==> src/hdl/lcr_pkg.sv <==
// Shared types and constants of the line and circle rasterizer.
// No dependencies; every other file of the block imports this package.
`timescale 1ns / 1ps
`default_nettype none

package lcr_pkg;

  // Field widths fixed by the interface.
  localparam int COORD_W    = 12;
  localparam int DIM_W      = 13;
  localparam int BPP_W      = 3;
  localparam int PIX_W      = 14;
  localparam int ADDR_W     = 26;
  localparam int COLOR_W    = 32;
  localparam int CFG_IDX_W  = 2;
  localparam int CFG_DATA_W = 13;
  localparam int LANES      = 4;
  localparam int LANE_IDX_W = 2;
  localparam int PEND_W     = 3;

  // Command codes.
  localparam logic [1:0] CMD_LINE   = 2'd0;
  localparam logic [1:0] CMD_CIRCLE = 2'd1;
  localparam logic [1:0] CMD_STEP   = 2'd2;

  // Configuration register indexes.
  localparam logic [CFG_IDX_W-1:0] REG_IMAGE_WIDTH     = 2'd0;
  localparam logic [CFG_IDX_W-1:0] REG_IMAGE_HEIGHT    = 2'd1;
  localparam logic [CFG_IDX_W-1:0] REG_BYTES_PER_PIXEL = 2'd2;

  // Configuration reset values.
  localparam logic [DIM_W-1:0] RST_IMAGE_WIDTH     = 13'd4096;
  localparam logic [DIM_W-1:0] RST_IMAGE_HEIGHT    = 13'd4096;
  localparam logic [BPP_W-1:0] RST_BYTES_PER_PIXEL = 3'd3;

  // Active shape.
  typedef enum logic [2:0] {
    MODE_IDLE   = 3'b001,
    MODE_LINE   = 3'b010,
    MODE_CIRCLE = 3'b100
  } mode_t;

  // One pixel on its way from the shape engine to the address stage.
  typedef struct packed {
    logic signed [PIX_W-1:0] row;
    logic signed [PIX_W-1:0] col;
    logic [COLOR_W-1:0]      color;
    logic                    last;
    logic                    done;
  } pix_t;

endpackage

`default_nettype wire

==> src/hdl/lcr_shape.sv <==
// Shape engine: holds line and circle state, runs one iteration per step
// transaction and hands out its pixels one a cycle when not stalled. Uses lcr_pkg.
`timescale 1ns / 1ps
`default_nettype none

module lcr_shape (
  input  wire                           clk,
  input  wire                           rst,
  input  wire                           in_valid,
  output logic                          in_ready,
  input  wire  [1:0]                    cmd,
  input  wire  [lcr_pkg::COORD_W-1:0]   row_a,
  input  wire  [lcr_pkg::COORD_W-1:0]   col_a,
  input  wire  [lcr_pkg::COORD_W-1:0]   row_b,
  input  wire  [lcr_pkg::COORD_W-1:0]   col_b,
  input  wire  [lcr_pkg::COORD_W-1:0]   radius,
  input  wire  [lcr_pkg::COLOR_W-1:0]   color,
  output logic                          pix_valid,
  input  wire                           pix_ready,
  output lcr_pkg::pix_t                 pix,
  output logic [lcr_pkg::PEND_W-1:0]    pend_cnt
);
  import lcr_pkg::*;

  // Shape state.
  mode_t                     mode;
  logic signed [12:0]        line_row;
  logic signed [12:0]        line_col;
  logic [COORD_W-1:0]        line_end_row;
  logic [COORD_W-1:0]        line_end_col;
  logic                      row_dir_neg;
  logic                      col_dir_neg;
  logic signed [12:0]        row_span;
  logic signed [13:0]        col_span_neg;
  logic signed [14:0]        line_error;
  logic [COORD_W-1:0]        center_row;
  logic [COORD_W-1:0]        center_col;
  logic signed [13:0]        circ_x;
  logic signed [13:0]        circ_y;
  logic signed [15:0]        circ_error;

  // Pixel buffer of one step.
  logic signed [PIX_W-1:0]   lane_row [LANES];
  logic signed [PIX_W-1:0]   lane_col [LANES];
  logic [COLOR_W-1:0]        buf_color;
  logic                      buf_done;
  logic [PEND_W-1:0]         cnt, cnt_next;
  logic [LANE_IDX_W-1:0]     idx, idx_next;

  logic pop, accept, step_line, step_circle;

  // Line iteration.
  logic                      line_hit;
  logic signed [16:0]        e2;
  logic                      row_move, col_move;
  logic signed [16:0]        line_err_sum;
  logic [COORD_W-1:0]        rdiff, cdiff;

  // Circle iteration.
  logic signed [17:0]        cx, cy, ce, cy1, ce1, cx1, ce2;
  logic                      c1, c2, circ_fin;
  logic signed [PIX_W-1:0]   cr, cc;

  assign pop         = pix_valid && pix_ready;
  assign in_ready    = (cnt == '0) || ((cnt == PEND_W'(1)) && pix_ready);
  assign accept      = in_valid && in_ready;
  assign step_line   = accept && (cmd == CMD_STEP) && (mode == MODE_LINE);
  assign step_circle = accept && (cmd == CMD_STEP) && (mode == MODE_CIRCLE);

  // Setup of a new line.
  assign rdiff = (row_b > row_a) ? (row_b - row_a) : (row_a - row_b);
  assign cdiff = (col_b > col_a) ? (col_b - col_a) : (col_a - col_b);

  // Error-term line step.
  always_comb begin
    line_hit = (line_row == signed'({1'b0, line_end_row}))
            && (line_col == signed'({1'b0, line_end_col}));
    e2       = 17'(line_error) <<< 1;
    row_move = e2 >= 17'(col_span_neg);
    col_move = e2 <= 17'(row_span);
    line_err_sum = 17'(line_error)
                 + (row_move ? 17'(col_span_neg) : 17'sd0)
                 + (col_move ? 17'(row_span) : 17'sd0);
  end

  // Midpoint circle step.
  always_comb begin
    cx  = 18'(circ_x);
    cy  = 18'(circ_y);
    ce  = 18'(circ_error);
    c1  = ce <= cy;
    cy1 = c1 ? cy + 18'sd1 : cy;
    ce1 = c1 ? ce + (cy1 <<< 1) + 18'sd1 : ce;
    c2  = (ce > cx) || (ce1 > cy1);
    cx1 = c2 ? cx + 18'sd1 : cx;
    ce2 = c2 ? ce1 + (cx1 <<< 1) + 18'sd1 : ce1;
    circ_fin = !cx1[17];
    cr  = signed'({2'b00, center_row});
    cc  = signed'({2'b00, center_col});
  end

  // Buffer occupancy.
  always_comb begin
    cnt_next = cnt;
    idx_next = idx;
    if (pop) begin
      cnt_next = cnt - PEND_W'(1);
      idx_next = idx + LANE_IDX_W'(1);
    end
    if (step_line) begin
      cnt_next = PEND_W'(1);
      idx_next = '0;
    end else if (step_circle) begin
      cnt_next = PEND_W'(LANES);
      idx_next = '0;
    end
  end

  // Control registers.
  always_ff @(posedge clk) begin
    if (rst) begin
      mode <= MODE_IDLE;
      cnt  <= '0;
      idx  <= '0;
    end else begin
      cnt <= cnt_next;
      idx <= idx_next;
      if (accept) begin
        case (cmd)
          CMD_LINE:   mode <= MODE_LINE;
          CMD_CIRCLE: mode <= MODE_CIRCLE;
          CMD_STEP: begin
            if (step_line && line_hit) mode <= MODE_IDLE;
            if (step_circle && circ_fin) mode <= MODE_IDLE;
          end
          default:    mode <= mode;
        endcase
      end
    end
  end

  // Shape state and pixel buffer.
  always_ff @(posedge clk) begin
    if (accept && (cmd == CMD_LINE)) begin
      line_row     <= signed'({1'b0, row_a});
      line_col     <= signed'({1'b0, col_a});
      line_end_row <= row_b;
      line_end_col <= col_b;
      row_dir_neg  <= !(row_a < row_b);
      col_dir_neg  <= !(col_a < col_b);
      row_span     <= signed'({1'b0, rdiff});
      col_span_neg <= 14'sd0 - signed'({2'b00, cdiff});
      line_error   <= signed'({3'b000, rdiff}) - signed'({3'b000, cdiff});
      buf_color    <= color;
    end
    if (accept && (cmd == CMD_CIRCLE)) begin
      center_row <= row_a;
      center_col <= col_a;
      circ_x     <= 14'sd0 - signed'({2'b00, radius});
      circ_y     <= 14'sd0;
      circ_error <= 16'sd2 - signed'({3'b000, radius, 1'b0});
      buf_color  <= color;
    end
    if (step_line) begin
      lane_row[0] <= 14'(line_row);
      lane_col[0] <= 14'(line_col);
      buf_done    <= line_hit;
      if (!line_hit) begin
        line_error <= line_err_sum[14:0];
        if (row_move) line_row <= row_dir_neg ? line_row - 13'sd1 : line_row + 13'sd1;
        if (col_move) line_col <= col_dir_neg ? line_col - 13'sd1 : line_col + 13'sd1;
      end
    end
    if (step_circle) begin
      lane_row[0] <= cr - circ_x;
      lane_col[0] <= cc + circ_y;
      lane_row[1] <= cr - circ_y;
      lane_col[1] <= cc - circ_x;
      lane_row[2] <= cr + circ_x;
      lane_col[2] <= cc - circ_y;
      lane_row[3] <= cr + circ_y;
      lane_col[3] <= cc + circ_x;
      buf_done    <= circ_fin;
      circ_x      <= cx1[13:0];
      circ_y      <= cy1[13:0];
      circ_error  <= ce2[15:0];
    end
  end

  // Pixel handed to the address stage.
  always_comb begin
    pix_valid = cnt != '0;
    pix.row   = lane_row[idx];
    pix.col   = lane_col[idx];
    pix.color = buf_color;
    pix.last  = cnt == PEND_W'(1);
    pix.done  = buf_done && (cnt == PEND_W'(1));
  end

  assign pend_cnt = cnt;

endmodule

`default_nettype wire

==> src/hdl/lcr_addr.sv <==
// Address stage: bounds check and byte address of each pixel over two
// registered steps, the second being the result register. Uses lcr_pkg.
`timescale 1ns / 1ps
`default_nettype none

module lcr_addr #(
  parameter int MAX_DIM = 4096
) (
  input  wire                                clk,
  input  wire                                rst,
  input  wire                                pix_valid,
  output logic                               pix_ready,
  input  wire  lcr_pkg::pix_t                pix,
  input  wire  [lcr_pkg::DIM_W-1:0]          image_width,
  input  wire  [lcr_pkg::DIM_W-1:0]          image_height,
  input  wire  [lcr_pkg::BPP_W-1:0]          bytes_per_pixel,
  output logic                               out_valid,
  input  wire                                out_ready,
  output logic signed [lcr_pkg::PIX_W-1:0]   pixel_row,
  output logic signed [lcr_pkg::PIX_W-1:0]   pixel_col,
  output logic [lcr_pkg::ADDR_W-1:0]         pixel_addr,
  output logic                               in_bounds,
  output logic [lcr_pkg::COLOR_W-1:0]        pixel_color,
  output logic                               end_of_step,
  output logic                               shape_done
);
  import lcr_pkg::*;

  localparam int DIM_MAXVAL = (1 << DIM_W) - 1;
  localparam int DIM_CAP    = (MAX_DIM < DIM_MAXVAL) ? MAX_DIM : DIM_MAXVAL;
  localparam logic [DIM_W-1:0] DIM_LIM = DIM_W'(DIM_CAP);

  logic [DIM_W-1:0]        w_eff, h_eff;
  logic                    inb;
  logic [ADDR_W-1:0]       lin;
  logic [ADDR_W+BPP_W-1:0] scaled;
  logic                    s1_adv, s2_adv;

  // First step registers.
  logic                    s1_valid;
  pix_t                    s1_pix;
  logic                    s1_inb;
  logic [ADDR_W-1:0]       s1_lin;

  // Image size saturated at the supported dimension.
  assign w_eff = (image_width  > DIM_LIM) ? DIM_LIM : image_width;
  assign h_eff = (image_height > DIM_LIM) ? DIM_LIM : image_height;

  // Bounds and linear pixel index.
  always_comb begin
    inb = !pix.row[PIX_W-1] && !pix.col[PIX_W-1]
       && (pix.row[DIM_W-1:0] < h_eff) && (pix.col[DIM_W-1:0] < w_eff);
    lin = ADDR_W'(pix.row[DIM_W-1:0]) * ADDR_W'(w_eff) + ADDR_W'(pix.col[DIM_W-1:0]);
  end

  assign s2_adv    = !out_valid || out_ready;
  assign s1_adv    = !s1_valid || s2_adv;
  assign pix_ready = s1_adv;
  assign scaled    = {{BPP_W{1'b0}}, s1_lin} * {{ADDR_W{1'b0}}, bytes_per_pixel};

  // Pipeline valid bits.
  always_ff @(posedge clk) begin
    if (rst) begin
      s1_valid  <= 1'b0;
      out_valid <= 1'b0;
    end else begin
      if (s1_adv) s1_valid <= pix_valid;
      if (s2_adv) out_valid <= s1_valid;
    end
  end

  // Pipeline payload.
  always_ff @(posedge clk) begin
    if (s1_adv && pix_valid) begin
      s1_pix <= pix;
      s1_inb <= inb;
      s1_lin <= lin;
    end
    if (s2_adv && s1_valid) begin
      pixel_row   <= s1_pix.row;
      pixel_col   <= s1_pix.col;
      pixel_addr  <= s1_inb ? scaled[ADDR_W-1:0] : '0;
      in_bounds   <= s1_inb;
      pixel_color <= s1_pix.color;
      end_of_step <= s1_pix.last;
      shape_done  <= s1_pix.done;
    end
  end

endmodule

`default_nettype wire

==> src/hdl/line_circle_rasterizer.sv <==
// Top level of the line and circle rasterizer: configuration registers,
// shape engine and address stage. Uses lcr_pkg, lcr_shape and lcr_addr.
//
//   Channel   Handshake              Payload
//   input     in_valid / in_ready    cmd, row_a, col_a, row_b, col_b, radius, color
//   output    out_valid / out_ready  pixel_row, pixel_col, pixel_addr, in_bounds,
//                                    pixel_color, end_of_step, shape_done
//   config    cfg_valid / cfg_ready  cfg_index, cfg_data
//
// A line step fills the pixel buffer with one pixel, a circle step with four, one
// per quadrant; the result port carries one pixel a cycle while not stalled.
// A pixel is held in the pixel buffer, then the first step and the result register.
// Reset clears the shape to idle, empties the pipeline and restores the
// configuration (width 4096, height 4096, three bytes per pixel).
// A stalled output holds the pipeline; the input stalls once the pixel buffer
// cannot be emptied in the same cycle.
`timescale 1ns / 1ps
`default_nettype none

module line_circle_rasterizer #(
  parameter int MAX_DIM = 4096
) (
  input  wire                                 clk,
  input  wire                                 rst,
  input  wire                                 cfg_valid,
  output logic                                cfg_ready,
  input  wire  [lcr_pkg::CFG_IDX_W-1:0]       cfg_index,
  input  wire  [lcr_pkg::CFG_DATA_W-1:0]      cfg_data,
  input  wire                                 in_valid,
  output logic                                in_ready,
  input  wire  [1:0]                          cmd,
  input  wire  [lcr_pkg::COORD_W-1:0]         row_a,
  input  wire  [lcr_pkg::COORD_W-1:0]         col_a,
  input  wire  [lcr_pkg::COORD_W-1:0]         row_b,
  input  wire  [lcr_pkg::COORD_W-1:0]         col_b,
  input  wire  [lcr_pkg::COORD_W-1:0]         radius,
  input  wire  [lcr_pkg::COLOR_W-1:0]         color,
  output logic                                out_valid,
  input  wire                                 out_ready,
  output logic signed [lcr_pkg::PIX_W-1:0]    pixel_row,
  output logic signed [lcr_pkg::PIX_W-1:0]    pixel_col,
  output logic [lcr_pkg::ADDR_W-1:0]          pixel_addr,
  output logic                                in_bounds,
  output logic [lcr_pkg::COLOR_W-1:0]         pixel_color,
  output logic                                end_of_step,
  output logic                                shape_done
);
  import lcr_pkg::*;

  logic [DIM_W-1:0]  image_width;
  logic [DIM_W-1:0]  image_height;
  logic [BPP_W-1:0]  bytes_per_pixel;

  logic              pix_valid;
  logic              pix_ready;
  pix_t              pix;
  logic [PEND_W-1:0] pend_cnt;

  // Configuration writes; an index beyond the register list is dropped.
  assign cfg_ready = 1'b1;

  always_ff @(posedge clk) begin
    if (rst) begin
      image_width     <= RST_IMAGE_WIDTH;
      image_height    <= RST_IMAGE_HEIGHT;
      bytes_per_pixel <= RST_BYTES_PER_PIXEL;
    end else if (cfg_valid && cfg_ready) begin
      case (cfg_index)
        REG_IMAGE_WIDTH:     image_width     <= cfg_data;
        REG_IMAGE_HEIGHT:    image_height    <= cfg_data;
        REG_BYTES_PER_PIXEL: bytes_per_pixel <= cfg_data[BPP_W-1:0];
        default:             image_width     <= image_width;
      endcase
    end
  end

  // Shape engine.
  lcr_shape u_shape (
    .clk       (clk),
    .rst       (rst),
    .in_valid  (in_valid),
    .in_ready  (in_ready),
    .cmd       (cmd),
    .row_a     (row_a),
    .col_a     (col_a),
    .row_b     (row_b),
    .col_b     (col_b),
    .radius    (radius),
    .color     (color),
    .pix_valid (pix_valid),
    .pix_ready (pix_ready),
    .pix       (pix),
    .pend_cnt  (pend_cnt)
  );

  // Bounds check and address.
  lcr_addr #(
    .MAX_DIM (MAX_DIM)
  ) u_addr (
    .clk             (clk),
    .rst             (rst),
    .pix_valid       (pix_valid),
    .pix_ready       (pix_ready),
    .pix             (pix),
    .image_width     (image_width),
    .image_height    (image_height),
    .bytes_per_pixel (bytes_per_pixel),
    .out_valid       (out_valid),
    .out_ready       (out_ready),
    .pixel_row       (pixel_row),
    .pixel_col       (pixel_col),
    .pixel_addr      (pixel_addr),
    .in_bounds       (in_bounds),
    .pixel_color     (pixel_color),
    .end_of_step     (end_of_step),
    .shape_done      (shape_done)
  );

  // The pixel buffer never holds more than one step.
  a_pend_max: assert property (@(posedge clk) disable iff (rst)
    pend_cnt <= PEND_W'(LANES))
    else $error("pixel buffer holds more than four pixels");

  // A new transaction is taken only when the buffer is empty or draining its last pixel.
  a_ready_pend: assert property (@(posedge clk) disable iff (rst)
    in_ready |-> (pend_cnt == PEND_W'(0)) || (pend_cnt == PEND_W'(1)))
    else $error("input ready with pixels still pending");

  // The final pixel of a shape always closes its step.
  a_done_last: assert property (@(posedge clk) disable iff (rst)
    (out_valid && shape_done) |-> end_of_step)
    else $error("shape done without end of step");

  // Pixels outside the image carry a zero address.
  a_oob_addr: assert property (@(posedge clk) disable iff (rst)
    (out_valid && !in_bounds) |-> (pixel_addr == '0))
    else $error("out of bounds pixel with nonzero address");

endmodule

`default_nettype wire

==> config.mk <==
export PLATFORM = sky130hd
export DESIGN_NAME = line_circle_rasterizer
export DESIGN_NICKNAME = d
export VERILOG_FILES = /design/src/hdl/lcr_pkg.sv /design/src/hdl/lcr_shape.sv /design/src/hdl/lcr_addr.sv /design/src/hdl/line_circle_rasterizer.sv
export SDC_FILE = /design/constraint.sdc
export NUM_CORES = 2
export LEC_CHECK = 0
export BUFFER_PORTS_ARGS = -buffer_cell sky130_fd_sc_hd__buf_2
export CAP_MARGIN = 30
export CELL_PAD_IN_SITES_DETAIL_PLACEMENT = 1
export CELL_PAD_IN_SITES_GLOBAL_PLACEMENT = 2
export CORE_MARGIN = 1
export CORE_UTILIZATION = 41
export DETAILED_ROUTE_END_ITERATION = 10
export GPL_ROUTABILITY_DRIVEN = 1
export PLACE_DENSITY = 0.79
export SLEW_MARGIN = 5
export SYNTH_ARGS = -nofsm -noshare
export SYNTH_HDL_FRONTEND = slang
export SYNTH_SLANG_ARGS = --single-unit
==> constraint.sdc <==
create_clock -name clk -period 11.1 [get_ports clk]
set_input_delay 3.33 -clock clk [delete_from_list [all_inputs] [get_ports clk]]
set_output_delay 3.33 -clock clk [all_outputs]
set_load 0.005 [all_outputs]
==> impl_summary.txt <==
----------------------------------------------------
[Run status]
  Outcome ... complete, no violations

[Worst setup path]
  Critical Path RT ... 11.45 ns
  Arrival time of the worst setup path ... roughly 11 ns
  Worst-path maximum fanout ... 10
  Type of the worst setup path ... reg2reg
  Library cell appearing most often on the critical path ... sky130_fd_sc_hd__a21oi_1
  Sort of element at the end of the critical path ... flop
  Crit path largest cell delay ... about 0.5 ns
  Worst setup SP type ... flop
  Library cell contributing the largest single delay on the critical path ... sky130_fd_sc_hd__edfxtp_1

[STA]
  Actual slew at the worst max-slew pin ... 0.958 ns
  Clock period minus final worst setup slack ... just over 10 ns
  Setup TNS Final ... 0 ns
  Peak clock frequency supported by timing ... 0.0978 GHz
  Period Utilization, post-route ... 92.1%
  Clock Skews ... 0.0435 ns
  Worst Hold Margin ... about 0.41 ns
  Pins Over Slew Limit ... 0
  PnR worst setup slack ... 0.873 ns
  Final setup violation count ... 0
  RSZ-0062 raised after global routing ... no
  Relative slew slack ... 36.0%
  Final hold violations ... 0

[Yosys]
  Share of flip-flops with an asynchronous set or reset ... 0%
  Synth Instances ... 3,964
  Warnings, synthesis ... 0
  Sequential-to-total area share from yosys stat ... 37.5%
  Proportion of netlist area held by the largest area contributor ... between 30 and 40%
  Number of nets in the synthesized netlist ... 4,709
  Flip-flop and latch count after synthesis ... ~520
  Cell area after synthesis ... 0.0396 sq mm
  Number of flops mapped to enable cells by yosys ... 440
  Most common flop cell mapped by yosys ... sky130_fd_sc_hd__edfxtp_1
  Distinct cells, synth ... 84
  Area leader, netlist ... sky130_fd_sc_hd__edfxtp_1
  Top cells by area, synth ... sky130_fd_sc_hd__edfxtp_1 (33%), sky130_fd_sc_hd__ha_1 (14%), sky130_fd_sc_hd__fa_1 (9.3%)
  Mean cell area of the mapped netlist ... roughly 10 sq um

[Global routing]
  Initial antenna violation count ... 7
  Global-route wire length before repair ... ~180,000 um
  Largest net degree at the start of global routing ... 60
  Global route overflow ... 0
  Number of global-route vias before repair ... 30,600
  Aggregate global-route resource usage ... 23.8%

[Place]
  Worst setup slack after placement ... 0.284 ns
  Cell area after placement ... 0.0422 sq mm
  Number of buffer cells added on primary ports ... 204
  HPWL after DPL ... 92,700 um
  Placer Congestion ... 0.879
  Cell count after placement ... 5,358

[Die]
  Die Area ... 0.0980 sq mm
  Number of placement rows ... about 110
  Horiz. Die Dim ... 313 um
  Number of top-level design ports ... between 200 and 250
  Starting density of the core ... 41.5%
  Die Span Y ... 313 um
  Core Region ... 0.0954 sq mm

[Clocking]
  Clk slew on worst S/H paths ... roughly 0.06 ns
  Total clock sinks ... 522
  CTS tree ... done
  CTS Buffer Depth ... 3
  Clock buffers created by TritonCTS ... 67
  Skew-Pair Late Insertion Delay ... 0.66 ns
  Root Buffer Master ... sky130_fd_sc_hd__clkbuf_16
  CTS HTree Levels ... 3

[Layout]
  Post-layout net count ... 4,915
  Growth of design area from synthesis to finish ... 12.5%
  Fraction of layout instances using a drive strength above 1 ... 10.3%
  Sequential Area ... about 0.015 sq mm
  Final Non-Filler Cells ... 5,490
  FILL cells ... 10,700
  Multi-input gate area in the final layout ... 0.0224 sq mm
  Post-route cell area ... 0.0446 sq mm

[Power]
  Cell area power density ... 214 mW/mm^2
  Lkg Pwr ... 19.5 nW
  Maximum ir drop on the vdd rail ... ~120 uV

[Detailed routing]
  Routed Wire Length ... 117,000 um
  Mean routed wirelength per cell ... 21.3 um
  DRC Markers ... 0
  Router iterations before antenna repair ... 5
  Antenna-violating nets left ... 0
  Via-per-instance ratio ... between 5 and 6
  First DRT Iteration DRCs ... 1,503
  Vias post-DR ... ~29,000

[Worst hold path]
  Worst hold path class ... reg2reg

[Job]
  Max-capacitance violation count ... 0

----------------------------------------------------
-- cells in the final DEF, fill, tap and decap left out, types with 29 or more instances in the layout --
master	netlist	layout
sky130_fd_sc_hd__o21ai_0	185	185
sky130_fd_sc_hd__clkbuf_16	0	67
sky130_fd_sc_hd__edfxtp_1	440	440
sky130_fd_sc_hd__nand2b_1	31	31
sky130_fd_sc_hd__nor3_1	55	54
sky130_fd_sc_hd__nor2b_1	58	57
sky130_fd_sc_hd__xor2_1	69	69
sky130_fd_sc_hd__mux2i_1	34	34
sky130_fd_sc_hd__buf_4	2	39
sky130_fd_sc_hd__a21oi_1	262	261
sky130_fd_sc_hd__inv_1	542	540
sky130_fd_sc_hd__buf_2	3	204
sky130_fd_sc_hd__nand3_1	40	39
sky130_fd_sc_hd__o21bai_1	29	29
sky130_fd_sc_hd__fa_1	184	184
sky130_fd_sc_hd__and3_1	37	37
sky130_fd_sc_hd__xnor2_1	199	199
sky130_fd_sc_hd__ha_1	447	447
sky130_fd_sc_hd__a21o_1	84	84
sky130_fd_sc_hd__and2_1	47	47
sky130_fd_sc_hd__nor2_1	244	244
sky130_fd_sc_hd__nand2_1	428	426
sky130_fd_sc_hd__dfxtp_1	82	81
-- cells in the mapped netlist, types with 27 or more instances --
library cell / instances
sky130_fd_sc_hd__nor2b_1: 58
sky130_fd_sc_hd__inv_1: 542
sky130_fd_sc_hd__o21ai_0: 185
sky130_fd_sc_hd__and3_1: 37
sky130_fd_sc_hd__fa_1: 184
sky130_fd_sc_hd__nor2_1: 244
sky130_fd_sc_hd__clkbuf_1: 97
sky130_fd_sc_hd__a21o_1: 84
sky130_fd_sc_hd__o21bai_1: 29
sky130_fd_sc_hd__xnor2_1: 199
sky130_fd_sc_hd__ha_1: 447
sky130_fd_sc_hd__o21a_1: 27
sky130_fd_sc_hd__nand2_1: 428
sky130_fd_sc_hd__and2_1: 47
sky130_fd_sc_hd__nand3_1: 40
sky130_fd_sc_hd__a31oi_1: 28
sky130_fd_sc_hd__nand4_1: 28
sky130_fd_sc_hd__xor2_1: 69
sky130_fd_sc_hd__mux2i_1: 34
sky130_fd_sc_hd__dfxtp_1: 82
sky130_fd_sc_hd__edfxtp_1: 440
sky130_fd_sc_hd__nand2b_1: 31
sky130_fd_sc_hd__a21oi_1: 262
sky130_fd_sc_hd__nor3_1: 55
-- sequential cells by signal, summed over array words and instances, names as in the netlist, 15 cells and up, named ones only --
| name | flops |
|---|---|
| u_shape.lane_col | 55 |
| u_shape.line_error | 15 |
| u_shape.buf_color | 32 |
| u_addr.s1_pix | 62 |
| u_addr.pixel_color | 32 |
| u_addr.s1_lin | 26 |
| u_addr.pixel_addr | 26 |
| u_shape.lane_row | 55 |
| u_shape.circ_error | 16 |
-- layer usage --
metal	share of wire [%]	vias up	track usage [%]	routed length [um]
met1	45	14600	32.0	53200
met3	3.8	124	2.83	4420
li1	-	13900	-	-
met5	0	-	0	0
met2	49	484	40.6	56900
met4	2.2	0	6.21	2540
-- per-stage QoR --
| step | util (%) | total power [mW] |
|---|---|---|
| finish | 46.8 | 9.55 |
| global route | 46.8 | 10.3 |
| floorplan | - | 6.02 |
| detailed placement | 44.2 | 7.36 |
| global placement | 44.1 | 7.26 |
| CTS | 46.6 | 9.66 |
-- logic make-up (layout without fill, tap and decap cells) --
kind of cell               after synthesis  count (layout)  share of synthesized area (%)
and+or+nand+nor                       1047            1047                           12.2
AOI/OAI and AO/OA                      758             758                           11.7
buffers and inverters                  657             915                           6.28
adders and majority gates              631             631                           23.4
DFF                                    522             522                           37.5
xor gates and xnor gates               272             272                           6.11
muxes                                   76              76                           2.79
other                                    1               4                        0.00946
-- worst max-delay path: cells and delay by family (launching register included) --
kind	cells	cell delay, ns
xor+xnor	2	0.40
compound gates	17	3.81
buf+inv	4	0.65
flops	1	0.50
fa+ha+maj	4	1.20
mux	1	0.40
simple gates	15	2.98
-- repair_timing --
action / 4_1_cts / 5_1_grt
buffers inserted: 0 / 6
resized for setup: 0 / 7
hold buffers: 0 / 0
endpoints found under the setup margin: 0 / 6
-- report_power, final --
part / switching, mW / internal, mW
Combinational: 2.50 / 1.73
Clock: 0.942 / 1.29
Sequential: 0.322 / 2.76
Total: 3.76 / 5.78
-- worst paths after layout --
kind / start / endpoint / slack (ns) / cells past startpoint
hold reg to reg: u_shape.buf_color[27]$_DFFE_PP_ / u_addr.s1_pix[29]$_DFFE_PP_ / 0.41 / 0
setup / recovery: u_shape.circ_y[13]$_SDFFCE_PN0P_ / u_shape.circ_error[14]$_DFFE_PP_ / 0.87 / 43
hold / removal: u_shape.buf_color[27]$_DFFE_PP_ / u_addr.s1_pix[29]$_DFFE_PP_ / 0.41 / 0
setup reg to reg: u_shape.circ_y[13]$_SDFFCE_PN0P_ / u_shape.circ_error[14]$_DFFE_PP_ / 0.87 / 43
-- final cells by class --
cell class,instances,share of cell area (%)
Clock buffer,82,3.93
Antenna cell,3,0.0168
Clock inverter,39,1.12
Timing Repair Buffer,250,3.32
Multi-Input combinational cell,2785,50.2
Inverter,544,4.58
Sequential cell,522,33.3
Tap cell,1265,3.55
Power figures use the tool's default switching activity.
